<file path="src/sof_length_crc8_deframer_unit_assert.svh">
// Assertion macros shared by the deframer modules.
// Each macro expects signals named clk and rst_n in the module that uses it.
`ifndef SOF_LENGTH_CRC8_DEFRAMER_UNIT_ASSERT_SVH
`define SOF_LENGTH_CRC8_DEFRAMER_UNIT_ASSERT_SVH

// Same-cycle implication.
`define SLCD_ASSERT_SAME(lbl, ante, cons, msg) \
    lbl: assert property (@(posedge clk) disable iff (!rst_n) (ante) |-> (cons)) \
        else $error(msg);

// Next-cycle implication.
`define SLCD_ASSERT_NEXT(lbl, ante, cons, msg) \
    lbl: assert property (@(posedge clk) disable iff (!rst_n) (ante) |=> (cons)) \
        else $error(msg);

`endif

</file>
<file path="src/slcd_pkg.sv">
package slcd_pkg;

    // Frame limits
    localparam int MAX_FRAME = 128;
    localparam int FILL_W    = $clog2(MAX_FRAME);

    // Marker and header bytes
    localparam logic [7:0] SOF_MARK = 8'h7E;
    localparam logic [7:0] HDR_A    = 8'hBF;
    localparam logic [7:0] HDR_B    = 8'hAF;

    // CRC-8 settings
    localparam logic [7:0] CRC_POLY   = 8'h07;
    localparam logic [7:0] CRC_INIT   = 8'h02;
    localparam logic [7:0] CRC_XOROUT = 8'h02;

    // Result event codes
    localparam logic [2:0] EV_DROPPED    = 3'd0;
    localparam logic [2:0] EV_IN_FRAME   = 3'd1;
    localparam logic [2:0] EV_VALID      = 3'd2;
    localparam logic [2:0] EV_CRC_BAD    = 3'd3;
    localparam logic [2:0] EV_TOO_LONG   = 3'd4;
    localparam logic [2:0] EV_BAD_HEADER = 3'd5;
    localparam logic [2:0] EV_OVERRUN    = 3'd6;

    // Queue between front and back
    localparam int Q_DEPTH = 4;
    localparam int Q_AW    = $clog2(Q_DEPTH);
    localparam int Q_CW    = $clog2(Q_DEPTH + 1);

    // Output tdata width (27 bits of fields, padded to whole bytes)
    localparam int M_DATA_W = 32;

    // Classification made by the front for one byte
    typedef enum logic [2:0] {
        KIND_DROP,
        KIND_DATA,
        KIND_END,
        KIND_TOO_LONG,
        KIND_BAD_HDR,
        KIND_OVERRUN
    } kind_t;

    // One classified byte travelling from front to back
    typedef struct packed {
        logic [7:0] byte_echo;
        logic [7:0] fill_count;
        kind_t      kind;
        logic [7:0] crc_calc;
        logic [7:0] crc_byte;
    } rec_t;

    // One byte of CRC-8, MSB first
    function automatic logic [7:0] crc8_update(input logic [7:0] crc, input logic [7:0] b);
        logic [7:0] c;
        c = crc ^ b;
        for (int k = 0; k < 8; k++) begin
            if (c[7])
                c = {c[6:0], 1'b0} ^ CRC_POLY;
            else
                c = {c[6:0], 1'b0};
        end
        return c;
    endfunction

endpackage

</file>
<file path="src/slcd_front.sv">
module slcd_front (
    input  logic                clk,
    input  logic                rst_n,
    input  logic                s_tvalid,
    output logic                s_tready,
    input  logic [7:0]          s_tdata,   // [7:0] rx_byte
    input  logic                q_full,
    output logic                push,
    output slcd_pkg::rec_t      push_rec
);

`include "sof_length_crc8_deframer_unit_assert.svh"

    logic [slcd_pkg::FILL_W-1:0] fill_reg, fill_next;
    logic [7:0]                  len_reg, len_next;
    logic [7:0]                  crc_reg, crc_next;
    logic [7:0]                  crcb_reg, crcb_next;
    logic [7:0]                  last_reg, last_next;

    logic                        accept;
    logic [slcd_pkg::FILL_W-1:0] size;
    logic [7:0]                  len_new;
    logic [7:0]                  crc_upd;
    logic [8:0]                  fill9;
    logic [8:0]                  len9;
    logic                        hdr_ok;

    assign s_tready = !q_full;
    assign accept   = s_tvalid && !q_full;
    assign push     = accept;

    assign size    = fill_reg + slcd_pkg::FILL_W'(1);
    assign len_new = (fill_reg == slcd_pkg::FILL_W'(1)) ? s_tdata : len_reg;
    assign crc_upd = slcd_pkg::crc8_update(crc_reg, s_tdata);
    assign fill9   = 9'(fill_reg);
    assign len9    = {1'b0, len_new};
    assign hdr_ok  = (s_tdata == slcd_pkg::HDR_A) || (s_tdata == slcd_pkg::HDR_B);

    // Classify the byte and compute the next frame state
    always_comb
    begin
        fill_next = fill_reg;
        len_next  = len_reg;
        crc_next  = crc_reg;
        crcb_next = crcb_reg;
        last_next = last_reg;

        push_rec.byte_echo  = s_tdata;
        push_rec.fill_count = 8'(fill_reg);
        push_rec.kind       = slcd_pkg::KIND_DATA;
        push_rec.crc_calc   = crcb_reg ^ slcd_pkg::CRC_XOROUT;
        push_rec.crc_byte   = last_reg;

        priority if (fill_reg == '0 && s_tdata != slcd_pkg::SOF_MARK)
        begin
            // drop bytes outside a frame
            push_rec.kind       = slcd_pkg::KIND_DROP;
            push_rec.fill_count = 8'd0;
        end
        else if (fill9 >= 9'(slcd_pkg::MAX_FRAME - 1))
        begin
            // reject a frame that grows too long
            fill_next           = '0;
            len_next            = '0;
            crc_next            = slcd_pkg::CRC_INIT;
            crcb_next           = slcd_pkg::CRC_INIT;
            last_next           = '0;
            push_rec.kind       = slcd_pkg::KIND_TOO_LONG;
            push_rec.fill_count = 8'd0;
        end
        else if (fill_reg == slcd_pkg::FILL_W'(1) && s_tdata == slcd_pkg::SOF_MARK)
        begin
            // collapse a doubled start marker: hold state
            push_rec.fill_count = 8'(fill_reg);
        end
        else
        begin
            if (fill_reg != '0)
            begin
                crcb_next = crc_reg;
                crc_next  = crc_upd;
                last_next = s_tdata;
                len_next  = len_new;
            end

            priority if (fill_reg == slcd_pkg::FILL_W'(3) &&
                         ({1'b0, len_reg} > 9'(slcd_pkg::MAX_FRAME) || !hdr_ok))
            begin
                fill_next           = '0;
                len_next            = '0;
                crc_next            = slcd_pkg::CRC_INIT;
                crcb_next           = slcd_pkg::CRC_INIT;
                last_next           = '0;
                push_rec.kind       = slcd_pkg::KIND_BAD_HDR;
                push_rec.fill_count = 8'd0;
            end
            else if (fill_reg != '0 && fill9 > len9 + 9'd1)
            begin
                fill_next           = '0;
                len_next            = '0;
                crc_next            = slcd_pkg::CRC_INIT;
                crcb_next           = slcd_pkg::CRC_INIT;
                last_next           = '0;
                push_rec.kind       = slcd_pkg::KIND_OVERRUN;
                push_rec.fill_count = 8'd0;
            end
            else if (s_tdata == slcd_pkg::SOF_MARK && fill9 > 9'd3 && fill9 == len9 + 9'd1)
            begin
                // end marker at its expected place closes the frame
                fill_next           = '0;
                len_next            = '0;
                crc_next            = slcd_pkg::CRC_INIT;
                crcb_next           = slcd_pkg::CRC_INIT;
                last_next           = '0;
                push_rec.kind       = slcd_pkg::KIND_END;
                push_rec.fill_count = 8'(size);
            end
            else
            begin
                fill_next           = size;
                push_rec.fill_count = 8'(size);
            end
        end
    end

    // Advance frame state on each accepted byte
    always_ff @(posedge clk or negedge rst_n)
    begin
        if (!rst_n)
        begin
            fill_reg <= '0;
            len_reg  <= '0;
            crc_reg  <= slcd_pkg::CRC_INIT;
            crcb_reg <= slcd_pkg::CRC_INIT;
            last_reg <= '0;
        end
        else if (accept)
        begin
            fill_reg <= fill_next;
            len_reg  <= len_next;
            crc_reg  <= crc_next;
            crcb_reg <= crcb_next;
            last_reg <= last_next;
        end
    end

    `SLCD_ASSERT_SAME(a_fill_bound, 1'b1, fill9 <= 9'(slcd_pkg::MAX_FRAME - 1), "fill out of range")
    `SLCD_ASSERT_NEXT(a_dup_sof, accept && fill_reg == slcd_pkg::FILL_W'(1) && s_tdata == slcd_pkg::SOF_MARK, fill_reg == slcd_pkg::FILL_W'(1), "doubled marker changed fill")
    `SLCD_ASSERT_NEXT(a_end_clears, accept && push_rec.kind == slcd_pkg::KIND_END, fill_reg == '0 && crc_reg == slcd_pkg::CRC_INIT, "frame end did not clear state")

endmodule

</file>
<file path="src/slcd_queue.sv">
module slcd_queue (
    input  logic           clk,
    input  logic           rst_n,
    input  logic           push,
    input  slcd_pkg::rec_t push_rec,
    output logic           full,
    input  logic           pop,
    output slcd_pkg::rec_t pop_rec,
    output logic           not_empty
);

`include "sof_length_crc8_deframer_unit_assert.svh"

    slcd_pkg::rec_t              entry_reg [slcd_pkg::Q_DEPTH];
    logic [slcd_pkg::Q_AW-1:0]   wr_ptr_reg, wr_ptr_next;
    logic [slcd_pkg::Q_AW-1:0]   rd_ptr_reg, rd_ptr_next;
    logic [slcd_pkg::Q_CW-1:0]   count_reg, count_next;

    assign full      = (count_reg == slcd_pkg::Q_CW'(slcd_pkg::Q_DEPTH));
    assign not_empty = (count_reg != '0);
    assign pop_rec   = entry_reg[rd_ptr_reg];

    // Move pointers and count
    always_comb
    begin
        wr_ptr_next = push ? wr_ptr_reg + slcd_pkg::Q_AW'(1) : wr_ptr_reg;
        rd_ptr_next = pop  ? rd_ptr_reg + slcd_pkg::Q_AW'(1) : rd_ptr_reg;
        count_next  = count_reg;
        if (push && !pop)
            count_next = count_reg + slcd_pkg::Q_CW'(1);
        else if (pop && !push)
            count_next = count_reg - slcd_pkg::Q_CW'(1);
    end

    always_ff @(posedge clk or negedge rst_n)
    begin
        if (!rst_n)
        begin
            wr_ptr_reg <= '0;
            rd_ptr_reg <= '0;
            count_reg  <= '0;
        end
        else
        begin
            wr_ptr_reg <= wr_ptr_next;
            rd_ptr_reg <= rd_ptr_next;
            count_reg  <= count_next;
        end
    end

    // Store the pushed request
    always_ff @(posedge clk)
    begin
        if (push)
            entry_reg[wr_ptr_reg] <= push_rec;
    end

    `SLCD_ASSERT_SAME(a_q_no_overflow, push, !full || pop, "push into full queue")

endmodule

</file>
<file path="src/slcd_back.sv">
module slcd_back (
    input  logic                          clk,
    input  logic                          rst_n,
    input  logic                          not_empty,
    input  slcd_pkg::rec_t                pop_rec,
    output logic                          pop,
    output logic                          m_tvalid,
    input  logic                          m_tready,
    output logic [slcd_pkg::M_DATA_W-1:0] m_tdata
);

`include "sof_length_crc8_deframer_unit_assert.svh"

    logic                          m_tvalid_reg, m_tvalid_next;
    logic [slcd_pkg::M_DATA_W-1:0] m_tdata_reg, m_tdata_next;
    logic                          load;
    logic [2:0]                    event_res;
    logic [7:0]                    crc_out;

    assign load = !m_tvalid_reg || m_tready;
    assign pop  = load && not_empty;

    // Turn the classified byte into a status result
    always_comb
    begin
        crc_out = 8'd0;
        unique case (pop_rec.kind)
            slcd_pkg::KIND_DROP:     event_res = slcd_pkg::EV_DROPPED;
            slcd_pkg::KIND_DATA:     event_res = slcd_pkg::EV_IN_FRAME;
            slcd_pkg::KIND_END:
            begin
                crc_out   = pop_rec.crc_calc;
                event_res = (pop_rec.crc_calc == pop_rec.crc_byte) ?
                            slcd_pkg::EV_VALID : slcd_pkg::EV_CRC_BAD;
            end
            slcd_pkg::KIND_TOO_LONG: event_res = slcd_pkg::EV_TOO_LONG;
            slcd_pkg::KIND_BAD_HDR:  event_res = slcd_pkg::EV_BAD_HEADER;
            slcd_pkg::KIND_OVERRUN:  event_res = slcd_pkg::EV_OVERRUN;
            default:                 event_res = slcd_pkg::EV_DROPPED;
        endcase

        m_tvalid_next = load ? not_empty : m_tvalid_reg;
        m_tdata_next  = pop ? {5'd0, crc_out, event_res, pop_rec.fill_count,
                               pop_rec.byte_echo}
                            : m_tdata_reg;
    end

    always_ff @(posedge clk or negedge rst_n)
    begin
        if (!rst_n)
            m_tvalid_reg <= 1'b0;
        else
            m_tvalid_reg <= m_tvalid_next;
    end

    // Hold the result until taken
    always_ff @(posedge clk)
    begin
        m_tdata_reg <= m_tdata_next;
    end

    assign m_tvalid = m_tvalid_reg;
    assign m_tdata  = m_tdata_reg;

    `SLCD_ASSERT_SAME(a_crc_only_at_end, m_tvalid_reg && m_tdata_reg[18:16] != slcd_pkg::EV_VALID && m_tdata_reg[18:16] != slcd_pkg::EV_CRC_BAD, m_tdata_reg[26:19] == 8'd0, "crc field set outside frame end")
    `SLCD_ASSERT_NEXT(a_pop_loads, pop, m_tvalid_reg, "popped request not presented")

endmodule

</file>
<file path="src/sof_length_crc8_deframer_unit.sv">
// Channel  Dir  Handshake          Payload
// s_*      in   s_tvalid/s_tready  s_tdata[7:0]  rx_byte
// m_*      out  m_tvalid/m_tready  m_tdata[26:0] byte_echo, fill_count, event_res, crc_calc
//
// One byte per cycle while the queue is not full; every accepted byte gives exactly one result.
// The front classifies a byte and updates the frame state (CRC-8 unrolled
// over eight shift-xor steps) in the cycle it is accepted; the queue entry
// registers it, then the back loads the result register from the four-entry queue.
// Reset clears the frame state, the queue and the output valid; no clearing pass.
// A stalled output fills the queue; s_tready drops only when the queue is full.
module sof_length_crc8_deframer_unit (
    input  logic                          clk,
    input  logic                          rst_n,
    input  logic                          s_tvalid,
    output logic                          s_tready,
    input  logic [7:0]                    s_tdata,   // [7:0] rx_byte
    output logic                          m_tvalid,
    input  logic                          m_tready,
    // [7:0] byte_echo, [15:8] fill_count, [18:16] event_res, [26:19] crc_calc
    output logic [slcd_pkg::M_DATA_W-1:0] m_tdata
);

    logic           q_full;
    logic           push;
    slcd_pkg::rec_t push_rec;
    logic           pop;
    slcd_pkg::rec_t pop_rec;
    logic           not_empty;

    slcd_front u_front (
        .clk      (clk),
        .rst_n    (rst_n),
        .s_tvalid (s_tvalid),
        .s_tready (s_tready),
        .s_tdata  (s_tdata),
        .q_full   (q_full),
        .push     (push),
        .push_rec (push_rec)
    );

    slcd_queue u_queue (
        .clk       (clk),
        .rst_n     (rst_n),
        .push      (push),
        .push_rec  (push_rec),
        .full      (q_full),
        .pop       (pop),
        .pop_rec   (pop_rec),
        .not_empty (not_empty)
    );

    slcd_back u_back (
        .clk       (clk),
        .rst_n     (rst_n),
        .not_empty (not_empty),
        .pop_rec   (pop_rec),
        .pop       (pop),
        .m_tvalid  (m_tvalid),
        .m_tready  (m_tready),
        .m_tdata   (m_tdata)
    );

endmodule

</file>
<file path="config.mk">
export PLATFORM = sky130hd
export DESIGN_NAME = sof_length_crc8_deframer_unit
export DESIGN_NICKNAME = d
export VERILOG_FILES = /design/src/slcd_pkg.sv /design/src/slcd_front.sv /design/src/slcd_queue.sv /design/src/slcd_back.sv /design/src/sof_length_crc8_deframer_unit.sv
export VERILOG_INCLUDE_DIRS = /design/src /design/src/src
export SDC_FILE = /design/constraint.sdc
export NUM_CORES = 1
export LEC_CHECK = 0
export ABC_AREA = 0
export CORE_UTILIZATION = 45
export DETAILED_ROUTE_END_ITERATION = 16
export DONT_BUFFER_PORTS = 1
export PLACE_DENSITY = 0.67
export SYNTH_ARGS = -nofsm -noshare
export SYNTH_HDL_FRONTEND = slang
export SYNTH_SLANG_ARGS = --single-unit
</file>
<file path="constraint.sdc">
create_clock -name clk -period 7.16 [get_ports clk]
set_input_delay 0.358 -clock clk [delete_from_list [all_inputs] [get_ports clk]]
set_output_delay 0.358 -clock clk [all_outputs]
set_load 0.01 [all_outputs]
</file>
; Word-level counts from Yosys, hierarchy flattened
; Memories as Yosys holds them, arrays and structs flattened.
; Index checks and enable logic that the tools add are counted.
[word_totals]
mem_count = 1
romBits = 0
elab_cells = 124
ff_bits = 74
mem_bits_rw = 140
latchBits = 0
out_inout_bits = 34
in_bits = 12
[mem_list]
columns = memory, depth, width, rd, rd_ports_with_merged_regs, wr, line_no
row1 = u_queue.entry_reg, 4, 35, 1, 0, 1, slcd_queue.sv:14  ; slcd_pkg::rec_t entry_reg [slcd_pkg::Q_DEPTH];
[classes]
n_mux = 51
reduce_logical = 25
n_addsub = 6
n_eq_ne = 15
n_div = 0
n_shift = 0
n_bitwise = 11
magnitude_cmp = 4
mul = 0
[op_table]
columns = op, count
row1 = $mux 8, 26
row2 = $mux 7, 5
row3 = $mux 11, 3
row4 = $mux 3, 11
row5 = $not 3->3, 8
row6 = $eq 8x8->1 const B, 2
row7 = $pmux 3 s5, 1
row8 = $logic_and 1x1->1, 10
row9 = $mux 10, 1
row10 = $add 8x1->9 const B, 1
row11 = $eq 3x3->1 const B, 3
row12 = $eq 7x9->1, 1
row13 = $gt 7x9->1, 1
row14 = $eq 8x7->1 const B, 1
row15 = $eq 8x8->1, 1
row16 = $gt 8x8->1 const B, 1
row17 = $ne 8x7->1 const B, 1
row18 = $xor 8x8->8, 1
row19 = $add 7x1->7 const B, 1
row20 = $eq 7x1->1 const B, 1
row21 = $eq 7x2->1 const B, 1
row22 = $ge 7x7->1 const B, 1
row23 = $gt 7x2->1 const B, 1
row24 = $logic_not 7->1, 1
row25 = other kinds (17), 28

; Logic depth before layout (Yosys ltp)
[depth]
depth_word = 23
depth_mapped = 20
mapped_depth_nobuf = 17

; Modules after synthesis
; From an unflattened synthesis, not the netlist that was laid out.
[hier_totals]
cells_unflattened = 611
area_unflattened_um2 = 9574.2
[modules_own_cells]
columns = mod, instances, cells_per_inst, area_per_inst_um2, seq_area_each_um2
row1 = slcd_queue, 1, 217, 5501.5, 4379.2
row2 = slcd_front, 1, 330, 2971.6, 978.4
row3 = slcd_back, 1, 64, 1101.1, 835.8

; Worst setup path before layout
; OpenSTA, ideal clock, no wires.
[synth_path]
kind = register to register
start = reg u_front.fill_reg[2] in the netlist's numbering
end = reg u_front.len_reg[7]
path_stages_with_launch = 20
required_ps = 7022
t_arrival_ps = 3560
path_buffers = 4
period_less_slack_ps = 3698
slack_ps = 3462
path_cell_list = dfrtp_1 clkbuf_1 inv_1 nand3_1 clkbuf_1 a32o_1 nand2_1 xor2_1 nor2_1 a21oi_1 ha_1 nand4_1 nor2_1 nand3_1 a2111o_4 a31o_1 buf_6 buf_6 o21ai_1 o41ai_2
[synth_between]
elab_chain_len = 10
elab_cells_between_ends = 26
classes_between = add/sub: 1 / order compare: 3 / eq/ne: 4 / mux: 7 / bitwise: 1 / reduce/logical: 10
[synth_lines]
columns = element, line_no
row1 = from (decl), slcd_front.sv:14  ; logic [slcd_pkg::FILL_W-1:0] fill_reg, fill_next;
row2 = from (signal assigned), slcd_front.sv:139  ; fill_reg <= fill_next;
row3 = "parallel branches: the longest is 10 deep, another holds $add 8x1->9", -
row4 = to (signal assigned), slcd_front.sv:140  ; len_reg <= len_next;
row5 = to (decl), slcd_front.sv:15  ; logic [7:0] len_reg, len_next;
; Parallel ways; which one is timed is not known. The select of a mux whose other input is x is not followed.
; A chain may end at the register's enable or synchronous reset.

; Worst setup path in the final report
[layout_path]
start = reg u_front.fill_reg[6] in the netlist's numbering
end = reg u_front.len_reg[4]
; Same word-level chain as after synthesis.

==> run summary <==
First-pass GRT wire length: 27.7 mm
Ys async rst share: 22.5%
# IOs: 46
DIE WIDTH: 144 um
Worst Path Max Fanout: 21
Worst IR Drop VDD: 0.213 mV
Main synth FF type: edfxtp_1
Clk pin slew, worst setup/hold paths: 60 ps
Final net count: 632
Seq/Total Area, Yosys: 66.2%
Antenna violations before repair: 1
DRC viols: 0
Lkg Pwr: 3.61 nW
Comb power frac: 33.1%
Synth top area cells: edfxtp_1 (53%), dfrtp_1 (12%), mux4_2 (8.1%), xnor2_1 (3.3%), nand2_1 (2.1%)
Unrepaired setup endpoints after global routing: false
Share of cells above drive strength 1: 14.8%
Fin. max-slew vios: 0
Library cells used by synthesis: 67
Vias in the first global route: 5,002
Total grt overflow: 0
EDFF count, synth: 162
Mean routed wirelength per cell: 20.1 um
GR Util met2: 29.6%
Worst slew pin tran: 1050 ps
Inst Count DP: 836
1st-iter DRT viols: 360
Synth area leader: edfxtp_1
P per Cell Area: 465 mW/mm2
GRT Max-Usage Layer: met2
Htree depth: 1
Setup Buffers After CTS: 0
Switching power: 0.00161 W
Fmax: 206 MHz
Switch share: 34.3%
CTS Sinks: 209
Avg Vias per Cell: 5.57
Die Y: 144 um
Rows: 51
Largest net degree at the start of global routing: 48
Clk pwr share: 21.9%
TritonCTS clock tree: built
Hold Vio Cnt, Final: 0
Post-layout minimum cycle time: 4860 ps
Gr usage total: 17.8%
Port Buffers: 0
Post-Route Setup TNS: 0 ps
Core ar.: 0.0197 mm2
Setup crit end kind: flip-flop
Gpl congestion: 0.924
DPL Wire Length: 10.9 mm
CTS Buffer Depth: 3
Internal: 0.00309 W
Syn Area/Cell: 15.3 um2
Post-Route WL: 17.8 mm
Setup crit start kind: flip-flop
Final Core Density: 51.4%
Ys Warns: 0
Area grow syn2layout: 10.8%
Synth top area share: 53.3%
WP data required: 7540 ps
Synth Instances: 595
CTS resizes: 0
Min-Delay Path Class: input pin to flip-flop
Met3 Use GR: 2.98%
Synth Register Bits: 209
Post-Syn Area: 0.00912 mm2
Max reg flops: 136
Via Count: 4,937
Worst rel slew slack: 30.1%
Outcome: finished clean
Initial Utilization: 46.4%
Clock Tree Root: clkbuf_16
Met1 Usage GRT: 23.7%
DR pass1 iterations: 5
Top cells by count, synth: edfxtp_1 (162), nand2_1 (51), dfrtp_1 (45)
Final Cycle Share: 67.8%
Reg power frac: 44.9%
Post-route insts no fill: 886
Most frequent cell after synthesis: edfxtp_1
# setup viols final: 0
CP arrival: 5230 ps
Antenna Nets Post-Route: 0
Post-Route Skew: 13.2 ps
DIE AREA: 0.0208 mm2
Number of max-cap violations: 0
Clock latency on the worst-skew pair: 490 ps
WS Path Type: flip-flop to flip-flop
TritonCTS Buffers: 21
-- power groups by stage --
stage	Sequential (W)	Clock [W]	Combinational, W
floorplan	0.00203	0	0.00130
global placement	0.00211	0	0.00149
detailed placement	0.00214	0	0.00155
CTS	0.00211	0.00105	0.00157
global route	0.00216	0.00110	0.00171
finish	0.00211	0.00103	0.00156
-- logic make-up after synthesis --
logic type / Yosys count / share of synthesized area (%)
flip-flops: 209 / 66.2
AND/OR/NAND/NOR: 141 / 8.17
AO/OA/AOI/OAI: 88 / 6.88
buffers and inverters: 52 / 2.91
XOR/XNOR: 51 / 4.90
multiplexers: 38 / 8.72
adder cells (fa/ha/maj): 15 / 2.14
other: 1 / 0.0411
-- what timing repair did --
item | in CTS | in global routing
hold buffers | 11 | 0
endpoints found under the setup margin | 0 | 0
endpoints found under the hold margin | 92 | 0
-- metal layers --
| metal | up-vias | wire, um |
|---|---|---|
| met3 | 26 | 958 |
| met5 | - | 0 |
| met1 | 2509 | 7750 |
| met2 | 134 | 8620 |
| met4 | 0 | 442 |
| li1 | 2268 | - |
-- cells in the final DEF (no fill, tap or decap), types with 3 or more instances in the layout --
cell           instances
edfxtp_1             162
nand2_1               51
dfrtp_1               44
xnor2_1               34
mux4_2                33
nor2_1                26
clkbuf_16             21
inv_1                 17
xor2_1                17
o21ai_0               16
ha_1                  14
a21oi_1               13
o21ai_1               13
a22o_1                11
nand3_1               10
dlygate4sd3_1         10
and3_1                 9
and2_1                 9
conb_1                 6
clkbuf_1               6
buf_4                  6
a21o_1                 5
or3_1                  5
nor4_1                 4
nand4_1                4
nor3_1                 4
mux2i_1                3
nand2b_1               3
and4_1                 3
clkinv_1               3
-- critical path, cell delays in order, from the launching register on --
cell and delay [ps]:
dfrtp_1 450, nor4_1 370, nand3_1 480, nor2_1 230
a32o_1 210, nand2_1 80, xor2_1 150, nor2_1 100
a21oi_1 60, ha_1 340, nand4_1 100, nor2_1 160
nand3_1 180, a2111o_4 430, a31oi_2 800, o21ai_2 270
a22o_1 320
-- final cells by class --
class,instances,area (um2)
Clock buffer,29,576
Clock inverter,9,75.1
Multi-Input combinational cell,339,2850
Timing Repair Buffer,17,173
Inverter,17,63.8
Antenna cell,1,2.50
Sequential cell,209,6040
Tap cell,265,332
Fill cell,1630,9540
-- through the flow --
step	power (W)	area (um2)	setup WS, ps	hold slack, ps
detailed placement	0.00368	9330	2360	64.3
global placement	0.00359	9330	2630	64.8
finish	0.00470	10100	2300	10.8
floorplan	0.00333	9140	3460	62.4
CTS	0.00474	10100	2340	4.32
global route	0.00497	10100	2030	12.1
-- worst paths after layout --
path                                           start              endpoint  slack [ps]  cells past startpoint
min in group asynchronous                      rst_n    u_front.crc_reg[6]         380                      2
worst min-delay path                      s_tdata[5]   u_front.last_reg[5]          10                      2
worst min register to register  u_queue.count_reg[2]  u_queue.count_reg[2]         520                      1
worst max register to register   u_front.fill_reg[6]    u_front.len_reg[4]        2300                     16
worst max-delay path             u_front.fill_reg[6]    u_front.len_reg[4]        2300                     16
max in group asynchronous                      rst_n    u_front.crc_reg[1]        6510                      2
Power figures use the tool's default switching activity.
